File: src/hw/rtl/igtp_pkg.sv
// ----------------------------------------------------------------------------
// igtp_pkg
// Shared codes, character constants and the result type of the integer grid
// text parser.
// ----------------------------------------------------------------------------
package igtp_pkg;

  localparam logic [1:0] CMD_CHAR = 2'd0;
  localparam logic [1:0] CMD_EOL  = 2'd1;
  localparam logic [1:0] CMD_EOF  = 2'd2;
  localparam logic [1:0] CMD_NONE = 2'd3;

  localparam logic [2:0] ERR_NONE       = 3'd0;
  localparam logic [2:0] ERR_BAD_SYMBOL = 3'd1;
  localparam logic [2:0] ERR_TOO_BIG    = 3'd2;
  localparam logic [2:0] ERR_EMPTY_ROW  = 3'd3;
  localparam logic [2:0] ERR_LEN_DIFFER = 3'd4;
  localparam logic [2:0] ERR_EMPTY_MAP  = 3'd5;
  localparam logic [2:0] ERR_TOO_LARGE  = 3'd6;

  localparam logic [1:0] PH_IDLE   = 2'd0;
  localparam logic [1:0] PH_SIGN   = 2'd1;
  localparam logic [1:0] PH_DIGITS = 2'd2;

  localparam logic [7:0] CH_ZERO  = 8'h30;
  localparam logic [7:0] CH_NINE  = 8'h39;
  localparam logic [7:0] CH_SPACE = 8'h20;
  localparam logic [7:0] CH_MINUS = 8'h2d;

  localparam logic [34:0] INT_TOP     = 35'd2147483647;
  localparam logic [3:0]  DIGIT_LIMIT = 4'd11;

  typedef struct packed {
    logic signed [31:0] value;
    logic [10:0]        row;
    logic [10:0]        col;
    logic               has_value;
    logic               row_end;
    logic               map_done;
    logic [2:0]         error;
  } result_t;

endpackage

File: src/hw/rtl/integer_grid_text_parser.sv
// ----------------------------------------------------------------------------
// integer_grid_text_parser
// Streaming parser for a text grid of space-separated signed decimal numbers.
//
// The input channel (in_valid, in_stall, cmd, ch) carries one request per
// character, end of line or end of file. The output channel (out_valid,
// out_stall and the result fields) carries each completed number with its
// row and column, row closures, the grid size at end of file, and errors.
// A request passes through an input register and then through the
// combinational parser update into the result register. One request is
// taken every cycle while no result is held under out_stall.
// While a result waits under out_stall, the request in the input register
// holds and in_stall rises, so nothing is lost or repeated.
// Reset clears all parser state and the valid flags of both registers at
// once. An error is reported once and then every request is absorbed without
// a result until reset. A good end of file returns the parser to its reset
// state.
// ----------------------------------------------------------------------------
module integer_grid_text_parser #(
  parameter int MAX_ROWS = 1024,
  parameter int MAX_COLS = 1024
) (
  input  logic               clk,
  input  logic               rst,
  input  logic               in_valid,
  output logic               in_stall,
  input  logic [1:0]         cmd,
  input  logic [7:0]         ch,
  output logic               out_valid,
  input  logic               out_stall,
  output logic signed [31:0] value,
  output logic [10:0]        row,
  output logic [10:0]        col,
  output logic               has_value,
  output logic               row_end,
  output logic               map_done,
  output logic [2:0]         error
);
  import igtp_pkg::*;

  logic       req_valid;
  logic [1:0] req_cmd;
  logic [7:0] req_ch;
  logic       step;
  logic       res_valid;
  result_t    res;
  result_t    out_res;

  assign step     = req_valid && !(out_valid && out_stall);
  assign in_stall = req_valid && out_valid && out_stall;

  always_ff @(posedge clk) begin
    if (rst) begin
      req_valid <= 1'b0;
    end else if (!in_stall) begin
      req_valid <= in_valid;
    end
  end

  always_ff @(posedge clk) begin
    if (in_valid && !in_stall) begin
      req_cmd <= cmd;
      req_ch  <= ch;
    end
  end

  igtp_parser #(
    .MAX_ROWS(MAX_ROWS),
    .MAX_COLS(MAX_COLS)
  ) u_parser (
    .clk      (clk),
    .rst      (rst),
    .step     (step),
    .cmd      (req_cmd),
    .ch       (req_ch),
    .res_valid(res_valid),
    .res      (res)
  );

  always_ff @(posedge clk) begin
    if (rst) begin
      out_valid <= 1'b0;
    end else if (step) begin
      out_valid <= res_valid;
    end else if (!out_stall) begin
      out_valid <= 1'b0;
    end
  end

  always_ff @(posedge clk) begin
    if (step && res_valid) begin
      out_res <= res;
    end
  end

  assign value     = out_res.value;
  assign row       = out_res.row;
  assign col       = out_res.col;
  assign has_value = out_res.has_value;
  assign row_end   = out_res.row_end;
  assign map_done  = out_res.map_done;
  assign error     = out_res.error;

  a_error_clean: assert property (@(posedge clk) disable iff (rst)
    out_valid && error != ERR_NONE |-> !has_value && !row_end && !map_done && value == 0)
    else $error("error result carries other fields");

  a_stall_cause: assert property (@(posedge clk) disable iff (rst)
    in_stall |-> out_valid && out_stall && req_valid)
    else $error("input stalled without a blocked result");

  a_value_error: assert property (@(posedge clk) disable iff (rst)
    out_valid && has_value |-> error == ERR_NONE && value != 32'sh80000000)
    else $error("number result out of range or flagged as error");

endmodule

File: src/hw/rtl/igtp_parser.sv
// ----------------------------------------------------------------------------
// igtp_parser
// Parser state and the combinational update that folds one request into it,
// producing at most one result.
// ----------------------------------------------------------------------------
module igtp_parser #(
  parameter int MAX_ROWS = 1024,
  parameter int MAX_COLS = 1024
) (
  input  logic             clk,
  input  logic             rst,
  input  logic             step,
  input  logic [1:0]       cmd,
  input  logic [7:0]       ch,
  output logic             res_valid,
  output igtp_pkg::result_t res
);
  import igtp_pkg::*;

  localparam int RW = $clog2(MAX_ROWS + 1);
  localparam int CW = $clog2(MAX_COLS + 1);

  logic [1:0]    phase, phase_next;
  logic          negative, negative_next;
  logic [30:0]   magnitude, magnitude_next;
  logic [3:0]    digit_count, digit_count_next;
  logic [CW-1:0] col_count, col_count_next;
  logic [RW-1:0] row_count, row_count_next;
  logic [CW-1:0] row_width, row_width_next;
  logic          failed, failed_next;
  logic          line_open, line_open_next;

  logic [34:0]   mag_acc;
  logic [3:0]    digit;
  logic          is_digit;
  logic          close_line;
  logic [2:0]    err;
  logic [CW-1:0] count;
  logic [RW+10:0] row_wide;
  logic [CW+10:0] col_wide;
  logic [CW+10:0] count_wide;
  logic [RW+10:0] row_next_wide;
  logic [CW+10:0] width_next_wide;
  result_t        res_c;
  logic           rv;

  assign digit    = 4'(ch - CH_ZERO);
  assign is_digit = (ch >= CH_ZERO) && (ch <= CH_NINE);

  always_comb begin
    phase_next       = phase;
    negative_next    = negative;
    magnitude_next   = magnitude;
    digit_count_next = digit_count;
    col_count_next   = col_count;
    row_count_next   = row_count;
    row_width_next   = row_width;
    failed_next      = failed;
    line_open_next   = line_open;
    mag_acc          = '0;
    close_line       = 1'b0;
    err              = ERR_NONE;
    count            = col_count;
    res_c            = '0;
    rv               = 1'b0;
    row_wide         = {11'd0, row_count};
    col_wide         = {11'd0, col_count};
    count_wide       = '0;
    row_next_wide    = '0;
    width_next_wide  = '0;

    if (!failed && cmd != CMD_NONE) begin
      if (cmd == CMD_CHAR) begin
        line_open_next = 1'b1;
        if (is_digit) begin
          if (phase == PH_DIGITS) begin
            mag_acc = ({4'd0, magnitude} << 3) + ({4'd0, magnitude} << 1) + 35'(digit);
            if (digit_count < DIGIT_LIMIT) begin
              digit_count_next = digit_count + 4'd1;
            end
          end else begin
            negative_next    = (phase == PH_SIGN);
            mag_acc          = 35'(digit);
            digit_count_next = 4'd1;
            phase_next       = PH_DIGITS;
          end
          magnitude_next = mag_acc[30:0];
          if (digit_count_next >= DIGIT_LIMIT || mag_acc > INT_TOP) begin
            err = ERR_TOO_BIG;
          end
        end else if (ch == CH_MINUS) begin
          if (phase != PH_IDLE) begin
            err = ERR_BAD_SYMBOL;
          end else begin
            phase_next = PH_SIGN;
          end
        end else if (ch == CH_SPACE) begin
          if (phase == PH_SIGN) begin
            err = ERR_BAD_SYMBOL;
          end else if (phase == PH_DIGITS) begin
            if (32'(row_count) >= 32'(MAX_ROWS) || 32'(col_count) >= 32'(MAX_COLS)) begin
              err = ERR_TOO_LARGE;
            end else begin
              res_c.value     = negative ? -$signed({1'b0, magnitude})
                                         : $signed({1'b0, magnitude});
              res_c.row       = row_wide[10:0];
              res_c.col       = col_wide[10:0];
              res_c.has_value = 1'b1;
              col_count_next  = col_count + 1'b1;
              phase_next       = PH_IDLE;
              negative_next    = 1'b0;
              magnitude_next   = '0;
              digit_count_next = '0;
              rv               = 1'b1;
            end
          end
        end else begin
          err = ERR_BAD_SYMBOL;
        end
      end else begin
        rv         = 1'b1;
        close_line = (cmd == CMD_EOL) || line_open;
        if (close_line) begin
          if (phase == PH_SIGN) begin
            err = ERR_BAD_SYMBOL;
          end else begin
            if (phase == PH_DIGITS) begin
              if (32'(row_count) >= 32'(MAX_ROWS) || 32'(col_count) >= 32'(MAX_COLS)) begin
                err = ERR_TOO_LARGE;
              end else begin
                res_c.value     = negative ? -$signed({1'b0, magnitude})
                                           : $signed({1'b0, magnitude});
                res_c.row       = row_wide[10:0];
                res_c.col       = col_wide[10:0];
                res_c.has_value = 1'b1;
                count           = col_count + 1'b1;
              end
            end
            if (err == ERR_NONE) begin
              count_wide = {11'd0, count};
              if (count == '0) begin
                err = ERR_EMPTY_ROW;
              end else if (row_width != '0 && count != row_width) begin
                err = ERR_LEN_DIFFER;
              end else begin
                row_width_next = count;
                if (!res_c.has_value) begin
                  res_c.row = row_wide[10:0];
                  res_c.col = count_wide[10:0];
                end
                row_count_next   = row_count + 1'b1;
                col_count_next   = '0;
                line_open_next   = 1'b0;
                phase_next       = PH_IDLE;
                negative_next    = 1'b0;
                magnitude_next   = '0;
                digit_count_next = '0;
                res_c.row_end    = 1'b1;
              end
            end
          end
        end
        if (cmd == CMD_EOF && err == ERR_NONE) begin
          row_next_wide   = {11'd0, row_count_next};
          width_next_wide = {11'd0, row_width_next};
          if (row_count_next == '0) begin
            err = ERR_EMPTY_MAP;
          end else begin
            res_c.map_done = 1'b1;
            if (!res_c.has_value) begin
              res_c.row = row_next_wide[10:0];
              res_c.col = width_next_wide[10:0];
            end
            phase_next       = PH_IDLE;
            negative_next    = 1'b0;
            magnitude_next   = '0;
            digit_count_next = '0;
            col_count_next   = '0;
            row_count_next   = '0;
            row_width_next   = '0;
            line_open_next   = 1'b0;
          end
        end
      end

      if (err != ERR_NONE) begin
        res_c       = '0;
        res_c.error = err;
        rv          = 1'b1;
        failed_next = 1'b1;
      end
    end
  end

  assign res_valid = rv;
  assign res       = res_c;

  always_ff @(posedge clk) begin
    if (rst) begin
      phase       <= PH_IDLE;
      negative    <= 1'b0;
      magnitude   <= '0;
      digit_count <= '0;
      col_count   <= '0;
      row_count   <= '0;
      row_width   <= '0;
      failed      <= 1'b0;
      line_open   <= 1'b0;
    end else if (step) begin
      phase       <= phase_next;
      negative    <= negative_next;
      magnitude   <= magnitude_next;
      digit_count <= digit_count_next;
      col_count   <= col_count_next;
      row_count   <= row_count_next;
      row_width   <= row_width_next;
      failed      <= failed_next;
      line_open   <= line_open_next;
    end
  end

endmodule
File: config.mk
export PLATFORM = sky130hd
export DESIGN_NAME = integer_grid_text_parser
export DESIGN_NICKNAME = d
export VERILOG_FILES = /design/src/hw/rtl/igtp_pkg.sv /design/src/hw/rtl/integer_grid_text_parser.sv /design/src/hw/rtl/igtp_parser.sv
export SDC_FILE = /design/constraint.sdc
export NUM_CORES = 1
export LEC_CHECK = 0
export BUFFER_PORTS_ARGS = -buffer_cell sky130_fd_sc_hd__buf_2
export CAP_MARGIN = 40
export CORE_ASPECT_RATIO = 1.1
export CORE_MARGIN = 1
export CORE_UTILIZATION = 62
export DETAILED_ROUTE_END_ITERATION = 8
export PLACE_DENSITY_LB_ADDON = 0.3
export SLEW_MARGIN = 40
export SYNTH_ARGS = -nofsm -noshare
export SYNTH_HDL_FRONTEND = slang
export SYNTH_SLANG_ARGS = --single-unit
File: constraint.sdc
create_clock -name clk -period 8.95 [get_ports clk]
set_input_delay 0.4475 -clock clk [delete_from_list [all_inputs] [get_ports clk]]
set_output_delay 0.4475 -clock clk [all_outputs]
set_load 0.03 [all_outputs]
==> results of run 1 <==
==> synthesized netlist by cell type, drive strengths merged, types with 8 or more instances <==
cell type	number	area, µm²
nand4	17	113
a22o	37	324
mux2i	12	120
or4	12	97.6
dfxtp	75	1500
o21ai	66	353
buf	21	149
xor2	44	385
nand3	35	175
nor2b	16	103
nor4	12	81.3
edfxtp	70	2100
o21a	10	75.1
inv	29	109
and3	11	68.8
nor2	116	443
o31ai	14	105
ha	67	838
a21o	18	135
clkbuf	40	150
a21oi	69	345
or3	15	93.8
o41ai	9	78.8
or2	8	50.1
xnor2	30	263
nand2	107	409
nor3	30	176
a31oi	14	87.6
nand2b	12	75.1
o2bb2ai	10	87.6
==> state kept, by name (all words and copies together) (netlist names), 2 cells and up <==
register and cells:
row 11, u_parser.row_count 11, u_parser.row_width 11, error 3, u_parser.magnitude 31, req_cmd 2
u_parser.col_count 11, col 11, req_ch 8, u_parser.digit_count 4, u_parser.phase 2, value 32
==> worst max-delay path by stage <==
stage                                start        end
finish                   u_parser.phase[1]     row[7]
global route             u_parser.phase[1]   value[7]
CTS                      u_parser.phase[1]     row[7]
detailed placement  u_parser.col_count[10]     row[7]
global placement         u_parser.phase[1]  value[11]
floorplan            u_parser.magnitude[2]     col[0]
==> power by group <==
group	switching, W	internal (W)	leakage, nW
sequential	0.00000719	0.000710	1.26
combinational	0.0000753	0.0000236	2.82
clock	0.000284	0.000398	0.270
total	0.000367	0.00113	4.35
==> cells by family (layout without fill, tap and decap cells) <==
| kind of cell | count (synthesis) | after routing | synth area share |
|---|---|---|---|
| xor+xnor | 74 | 74 | 0.0650 |
| buf+inv | 91 | 146 | 0.0413 |
| flops | 145 | 145 | 0.361 |
| simple gates | 416 | 416 | 0.209 |
| fa+ha+maj | 69 | 69 | 0.0880 |
| mux | 15 | 15 | 0.0154 |
| compound gates | 314 | 314 | 0.220 |
==> through the flow <==
| stage | setup WS (ps) | instance area [µm²] |
|---|---|---|
| floorplan | 2270 | 9980 |
| global placement | 3690 | 10400 |
| detailed placement | 3850 | 10400 |
| CTS | 3800 | 11000 |
| global route | 3320 | 11000 |
| finish | 3690 | 11000 |
==> routing by layer <==
layer / track usage / vias up
met3: 0.0515 / 62
met4: 0.154 / 2
met2: 0.549 / 324
met5: 0 / -
met1: 0.413 / 4181
li1: - / 4265
==> worst max-delay path, stage by stage, from the launching register on <==
cell and delay [ps]:
dfxtp_1 450, nor2b_1 570, mux2i_1 450, o21ai_0 120
a2111oi_0 430, nand4_1 250, o31a_1 500, or3_1 480
xnor2_1 230, nand4_2 310, o21ai_4 600, mux2_2 410
a22o_1 180
==> cell type report <==
cell class | instances | area, µm² | area share
Sequential cell | 145 | 3600 | 0.329
Tap cell | 200 | 250 | 0.0228
Clock buffer | 21 | 460 | 0.0420
Timing Repair Buffer | 84 | 443 | 0.0404
Inverter | 30 | 113 | 0.0103
Multi-Input combinational cell | 888 | 5990 | 0.546
Clock inverter | 11 | 106 | 0.00969
==> results.py, run 1 <==
metrics = {
    "outcome": {
        "status": "finished, final reports clean",
    },
    "finish": {
        "fin_nets": 1249,
        "area_delta_synth_final_pct": 9.97,
        "num_antenna_cells": 0,
        "fin_util": 0.697,
        "nFillCells": 1289,
        "drive_gt1_frac": 0.133,
        "final_cell_mix": "112 x nor2_1, 106 x nand2_1, 75 x buf_2, 74 x dfxtp_1, 70 x edfxtp_1",
        "fin_cells": 1379,
        "final_common_cell": "nor2_1",
    },
    "routing": {
        "route.met2.wl_um": 13000,
        "top_layer": "met5",
        "drt-met1-wl_um": 11100,
        "drc_errors": 0,
        "first_iter_violations": 765,
        "wl_met3_um": 1330,
        "wl_per_cell_um": 19.1,
        "num_vias": 8834,
        "dr.pass1.iters": 6,
        "via_per_inst": 6.41,
        "drt-total-wl_um": 26300,
        "ant_nets": 0,
    },
    "critical_path": {
        "crit_fanout": 18,
        "worstSetupEndpointType": "flip-flop",
        "rr_endpoint": "row[7]",
        "critical_path_required_ps": 9130,
        "r2r_setup_slack_ps": 3690,
        "r2r_start": "u_parser.phase[1]",
        "crit_arrival_ps": 5440,
        "startpoint_type": "flip-flop",
        "r2r_cells": 12,
        "criticalPathCategory": "flip-flop to flip-flop",
    },
    "clock_network": {
        "cts-buffers-inserted": 17,
        "clk_pin_slew_ps": 60,
        "cts_resized": 0,
        "postCtsHoldBufs": 0,
        "htree_num_levels": 4,
        "cts_sinks": 145,
        "cts_tree": "yes",
        "postCtsSetupRepairBufs": 0,
        "cts.path.max_buffers": 2,
        "root_buffer": "clkbuf_16",
        "clk_latency_ps": 440,
    },
    "worst_hold_path": {
        "min_path_cells": 1,
        "hold_class": "input pin to flip-flop",
        "min_from": "ch[5]",
        "hold_end": "req_ch[5]",
    },
    "global_routing": {
        "grt_max_degree": 35,
        "grt_pass1_wl_um": 42300,
        "grt_pass1_vias": 8310,
        "antenna_found_initial": 1,
        "grt_use_total": 0.329,
        "grt_overflow": 0,
    },
    "synthesis": {
        "synth_cells": 1124,
        "yosysSeqAreaShare": 0.361,
        "yosysUniqueCellTypes": 82,
        "yosysWarnings": 0,
        "synthArstFlopShare": 0,
        "synthFlopType": "dfxtp_1",
        "syn-num-nets": 1207,
        "netlist_area_um2": 9980,
        "synth-edff-count": 70,
        "ys_ff_latch": 145,
        "postSynthAreaPerCell_um2": 8.88,
    },
    "timing": {
        "fin_tns_setup_ps": 0,
        "timing.fmax_ghz": 0.190,
        "final-hold-violation-count": 0,
        "fin_crit_sh": 0.588,
        "setup_viol": 0,
        "finalCriticalPeriod_ps": 5260,
        "final.setup_skew_ps": 13.3,
        "rsz0062_at_grt": "no",
        "slew_violations": 0,
        "whs_ps": 182,
        "maxSlewHeadroom": 0.498,
        "worst_pin_slew_ps": 745,
    },
    "floorplan": {
        "num_io_pins": 76,
        "fp.dieW_um": 123,
        "core_um2": 15700,
        "die_y_um": 135,
        "initial_utilization": 0.634,
        "fp-row-count": 48,
        "die_area_um2": 16600,
    },
    "placed_design": {
        "port-buffer-count": 75,
        "dp_cells": 1347,
        "dp_hpwl_um": 18900,
        "place_congestion": 0.961,
    },
    "power_and_ir_drop": {
        "p_total_w": 0.00150,
        "power_leakage_nw": 4.35,
        "ir_worst_vdd_v": 0.000133,
        "power_density_nw_per_um2": 137,
    },
    "run": {
        "drv_cap": 0,
    },
}
(Power assumes the default switching activity.)
==> inputs of run 2 (changes only) <==
==> constraint.sdc (replaced) <==
create_clock -name clk -period 5.5 [get_ports clk]
set_input_delay 0.275 -clock clk [delete_from_list [all_inputs] [get_ports clk]]
set_output_delay 0.275 -clock clk [all_outputs]
set_load 0.03 [all_outputs]
==> results.py, run 2 (same netlist as run 1, synthesis figures left out) <==
metrics = {
    "outcome": {
        "status": "finished, final reports clean",
    },
    "global_routing": {
        "antenna_found_initial": 0,
        "grt_pass1_vias": 8788,
        "grt_pass1_wl_um": 42500,
        "grt_use_total": 0.327,
        "grt_use_met2": 0.565,
        "grt_overflow": 0,
        "grt_max_degree": 35,
        "grtUsageMet1": 0.378,
        "use_met3": 0.0608,
        "busiest_layer": "met2",
    },
    "clock_network": {
        "postCtsSetupRepairBufs": 0,
        "root_buffer": "clkbuf_16",
        "cts-buffers-inserted": 17,
        "cts.path.max_buffers": 2,
        "htree_num_levels": 4,
        "cts_sinks": 145,
        "clk_pin_slew_ps": 60,
        "postCtsHoldBufs": 0,
        "cts_tree": "yes",
        "clk_latency_ps": 430,
        "cts_resized": 0,
    },
    "routing": {
        "wl_per_cell_um": 18.8,
        "num_vias": 9060,
        "drt-total-wl_um": 26100,
        "via_per_inst": 6.52,
        "dr.pass1.iters": 5,
        "first_iter_violations": 746,
        "drc_errors": 0,
        "ant_nets": 0,
    },
    "critical_path": {
        "path_cells": "or4b_1, or4_4, xnor2_1, nor4_1, and3_1, nor2_2, a32o_1, nor4_2, nand2_4, o311ai_2, buf_4, nand3b_2, o22ai_1",
        "slowest_delay_ps": 750,
        "crit_fanout": 19,
        "critical_path_required_ps": 5640,
        "startpoint_type": "flip-flop",
        "startpoint": "u_parser.phase[1]",
        "r2r_cells": 13,
        "r2r_setup_slack_ps": 500,
        "crit_path_top_delay_cell": "or4b_1",
        "r2r_start": "u_parser.phase[1]",
        "crit_arrival_ps": 5130,
        "worstSetupEndpointType": "flip-flop",
        "crit_end": "col[5]",
        "rr_endpoint": "col[5]",
        "criticalPathCategory": "flip-flop to flip-flop",
    },
    "placed_design": {
        "port-buffer-count": 75,
        "place_congestion": 1.03,
        "dp_hpwl_um": 18500,
    },
    "finish": {
        "fin_nets": 1259,
        "final_cell_mix": "112 x nor2_1, 106 x nand2_1, 75 x buf_2, 74 x dfxtp_1, 70 x edfxtp_1",
        "drive_gt1_frac": 0.139,
        "largest_reg_flops": 32,
        "nFillCells": 1306,
        "area_delta_synth_final_pct": 10.6,
        "final_common_cell": "nor2_1",
        "fin_util": 0.701,
        "num_antenna_cells": 0,
    },
    "floorplan": {
        "initial_utilization": 0.634,
        "die_y_um": 135,
        "core_um2": 15700,
        "fp-row-count": 48,
        "fp.dieW_um": 123,
        "num_io_pins": 76,
        "die_area_um2": 16600,
    },
    "power_and_ir_drop": {
        "power_leakage_nw": 4.39,
        "power_density_nw_per_um2": 221,
        "ir_worst_vdd_v": 0.000243,
    },
    "timing": {
        "finalCriticalPeriod_ps": 5000,
        "fin_tns_setup_ps": 0,
        "maxSlewHeadroom": 0.502,
        "rsz0062_at_grt": "no",
        "timing.fmax_ghz": 0.200,
        "worst_pin_slew_ps": 741,
        "final.setup_skew_ps": 13.5,
        "final-hold-violation-count": 0,
        "slew_violations": 0,
        "fin_crit_sh": 0.908,
        "setup_viol": 0,
    },
    "run": {
        "drv_cap": 0,
    },
    "worst_hold_path": {
        "hold_class": "input pin to flip-flop",
    },
}
-- run 2: cell count changes in the layout (fill, tap and decap cells not counted), sizes merged --
cell,before,now
clkinv,7,5
clkinvlp,3,5
buf,84,94
inv,30,31
clkbuf,21,20
-- run 2: worst min-delay path by stage --
stage                       to  startpoint  slack, ps  cells past startpoint
floorplan            req_ch[0]       ch[0]        370                      0
finish               req_ch[7]       ch[7]         20                      1
detailed placement  req_cmd[0]      cmd[0]        450                      1
global route         req_ch[7]       ch[7]          6                      1
global placement     req_ch[7]       ch[7]        450                      1
CTS                  req_ch[7]       ch[7]         10                      1
-- run 2: layout make-up --
type                       count  area, µm²  area share
clock buffer                  20        447      0.0405
sequential                   145       3600       0.327
tap                          200        250      0.0227
timing repair buffer          94        518      0.0469
multi-input combinational    888       6000       0.543
inverter                      30        113      0.0102
clock inverter                12        109     0.00986
-- run 2: per-layer routing --
metal  share of wire  up-vias
met2            0.49      373
met1            0.40     4303
met5               0        -
met4           0.043        0
li1                -     4298
met3           0.060       86
-- run 2: where the power goes --
| part | internal, W | total [W] | switching (W) |
|---|---|---|---|
| sequential | 0.00116 | 0.00117 | 0.0000110 |
| clock | 0.000634 | 0.00111 | 0.000473 |
| combinational | 0.0000396 | 0.000163 | 0.000124 |
-- run 2: worst max-delay path, delay by kind of cell (launching register included) --
kind | cells | cell delay, ps
compound gates | 3 | 660
xor+xnor | 1 | 160
buf+inv | 1 | 310
flops | 1 | 470
simple gates | 8 | 3090
-- run 2: metrics by stage --
stage          hold slack, ps  std cells  setup slack, ps  instance area (µm²)  total power (W)
6_report                 22.0       1389              504                11000          0.00244
5_1_grt                  5.94       1389              198                11000          0.00250
4_1_cts                  9.56       1389              523                11000          0.00244
3_5_place_dp              453       1357              642                10500          0.00135
3_3_place_gp              453       1357              700                10500          0.00135
2_1_floorplan             374       1124              326                 9980          0.00130
==> inputs of run 3 (changes only) <==
--- a/config.mk
+++ b/config.mk
@@ -7,9 +7,11 @@
 export LEC_CHECK = 0
 export BUFFER_PORTS_ARGS = -buffer_cell sky130_fd_sc_hd__buf_2
 export CAP_MARGIN = 40
+export CELL_PAD_IN_SITES_DETAIL_PLACEMENT = 0
+export CELL_PAD_IN_SITES_GLOBAL_PLACEMENT = 2
 export CORE_ASPECT_RATIO = 1.1
 export CORE_MARGIN = 1
-export CORE_UTILIZATION = 62
+export CORE_UTILIZATION = 38
 export DETAILED_ROUTE_END_ITERATION = 8
 export PLACE_DENSITY_LB_ADDON = 0.3
 export SLEW_MARGIN = 40
==> results.py, run 3 (same netlist as run 1, synthesis figures left out) <==
metrics = {
    "timing": {
        "maxSlewHeadroom": 0.471,
        "fin_tns_setup_ps": 0,
        "setup_viol": 0,
        "worst_pin_slew_ps": 790,
        "layout_setup_ws_ps": 536,
        "timing.fmax_ghz": 0.201,
        "final-hold-violation-count": 0,
        "fin_crit_sh": 0.902,
        "finalCriticalPeriod_ps": 4960,
        "slew_violations": 0,
        "final.setup_skew_ps": 14.4,
        "rsz0062_at_grt": "no",
    },
    "power_and_ir_drop": {
        "power_leakage_nw": 4.41,
        "ir_worst_vdd_v": 0.000137,
        "power_density_nw_per_um2": 225,
        "p_total_w": 0.00254,
    },
    "global_routing": {
        "grt_pass1_vias": 8628,
        "grt_use_met2": 0.400,
        "grt_overflow": 0,
        "grtUsageMet1": 0.274,
        "grt_use_total": 0.224,
        "use_met3": 0.0303,
        "busiest_layer": "met2",
        "grt_max_degree": 39,
        "grt_pass1_wl_um": 46500,
        "antenna_found_initial": 1,
    },
    "routing": {
        "first_iter_violations": 462,
        "ant_nets": 0,
        "dr.pass1.iters": 5,
        "wl_per_cell_um": 18.9,
        "drc_errors": 0,
        "drt-total-wl_um": 29000,
        "via_per_inst": 5.61,
        "num_vias": 8627,
    },
    "clock_network": {
        "root_buffer": "clkbuf_16",
        "clk_latency_ps": 430,
        "cts_tree": "yes",
        "cts-buffers-inserted": 17,
        "postCtsHoldBufs": 0,
        "htree_num_levels": 4,
        "clk_pin_slew_ps": 70,
        "cts.path.max_buffers": 2,
        "postCtsSetupRepairBufs": 0,
        "cts_resized": 0,
        "cts_sinks": 145,
    },
    "critical_path": {
        "r2r_setup_slack_ps": 540,
        "startpoint_type": "flip-flop",
        "r2r_start": "u_parser.col_count[10]",
        "startpoint": "u_parser.col_count[10]",
        "criticalPathCategory": "flip-flop to flip-flop",
        "crit_arrival_ps": 5150,
        "worstSetupEndpointType": "flip-flop",
        "crit_fanout": 19,
        "crit_end": "col[4]",
        "rr_endpoint": "col[4]",
        "critical_path_required_ps": 5690,
        "r2r_cells": 13,
    },
    "floorplan": {
        "initial_utilization": 0.390,
        "die_area_um2": 26900,
        "fp.dieW_um": 156,
        "fp-row-count": 61,
        "num_io_pins": 76,
        "die_y_um": 172,
        "core_um2": 25600,
    },
    "finish": {
        "final_cell_mix": "113 x nor2_1, 106 x nand2_1, 75 x buf_2, 75 x dfxtp_1, 70 x edfxtp_1",
        "drive_gt1_frac": 0.138,
        "largest_reg_flops": 32,
        "final_common_cell": "nor2_1",
        "area_delta_synth_final_pct": 13.0,
        "fin_nets": 1260,
    },
    "placed_design": {
        "dpl_worst_slack_ps": 553,
        "port-buffer-count": 75,
        "dp_hpwl_um": 21200,
        "place_congestion": 0.907,
    },
    "run": {
        "drv_cap": 0,
    },
    "worst_hold_path": {
        "hold_class": "input pin to flip-flop",
    },
    "outcome": {
        "status": "finished, final reports clean",
    },
}
run 3: worst max-delay path, cell delays in order, from the launching register on:
cell and delay, ps:
dfxtp_1 410, or4b_1 820, or4_4 650, xnor2_1 160
nor4_1 300, and3_1 410, nor2_2 160, a32o_1 270
nor4_2 430, nand2_4 150, o311ai_2 280, buf_4 310
nor2b_2 120, a22o_1 240
run 3: where the power goes:
part	switching [W]	internal, W	total (W)
combinational	0.000126	0.0000412	0.000168
clock	0.000517	0.000687	0.00120
sequential	0.0000105	0.00115	0.00117
total	0.000654	0.00188	0.00254
run 3: layout make-up:
| class | count | area, µm² |
|---|---|---|
| clock inverters | 14 | 153 |
| fillers | 2603 | 14300 |
| inverters | 30 | 113 |
| flip-flops and latches | 145 | 3600 |
| multi-input cells | 888 | 5990 |
| diodes | 1 | 2.50 |
| clock buffers | 18 | 439 |
| repair buffers | 95 | 538 |
| well taps | 346 | 433 |
run 3: how the worst min path moves through the flow:
stage | from | endpoint | slack (ps) | depth (start not counted)
2_1_floorplan | ch[0] | req_ch[0] | 370 | 0
3_3_place_gp | ch[7] | req_ch[7] | 450 | 1
3_5_place_dp | ch[4] | req_ch[4] | 450 | 1
4_1_cts | ch[7] | req_ch[7] | 1 | 1
5_1_grt | ch[7] | req_ch[7] | 3 | 1
6_report | ch[7] | req_ch[7] | 20 | 1
run 3: layer usage:
metal | wire (µm) | part of all wire
met3 | 1060 | 0.036
met2 | 14500 | 0.50
met5 | 0 | 0
met1 | 12800 | 0.44
met4 | 691 | 0.024
run 3: per-stage QoR:
step	cells	cell area, µm²	utilization	hold WS (ps)
2_1_floorplan	1124	9980	-	374
3_3_place_gp	1504	10700	0.417	454
3_5_place_dp	1504	10700	0.417	454
4_1_cts	1536	11300	0.441	1.26
5_1_grt	1536	11300	0.441	3.46
6_report	1537	11300	0.441	18.5
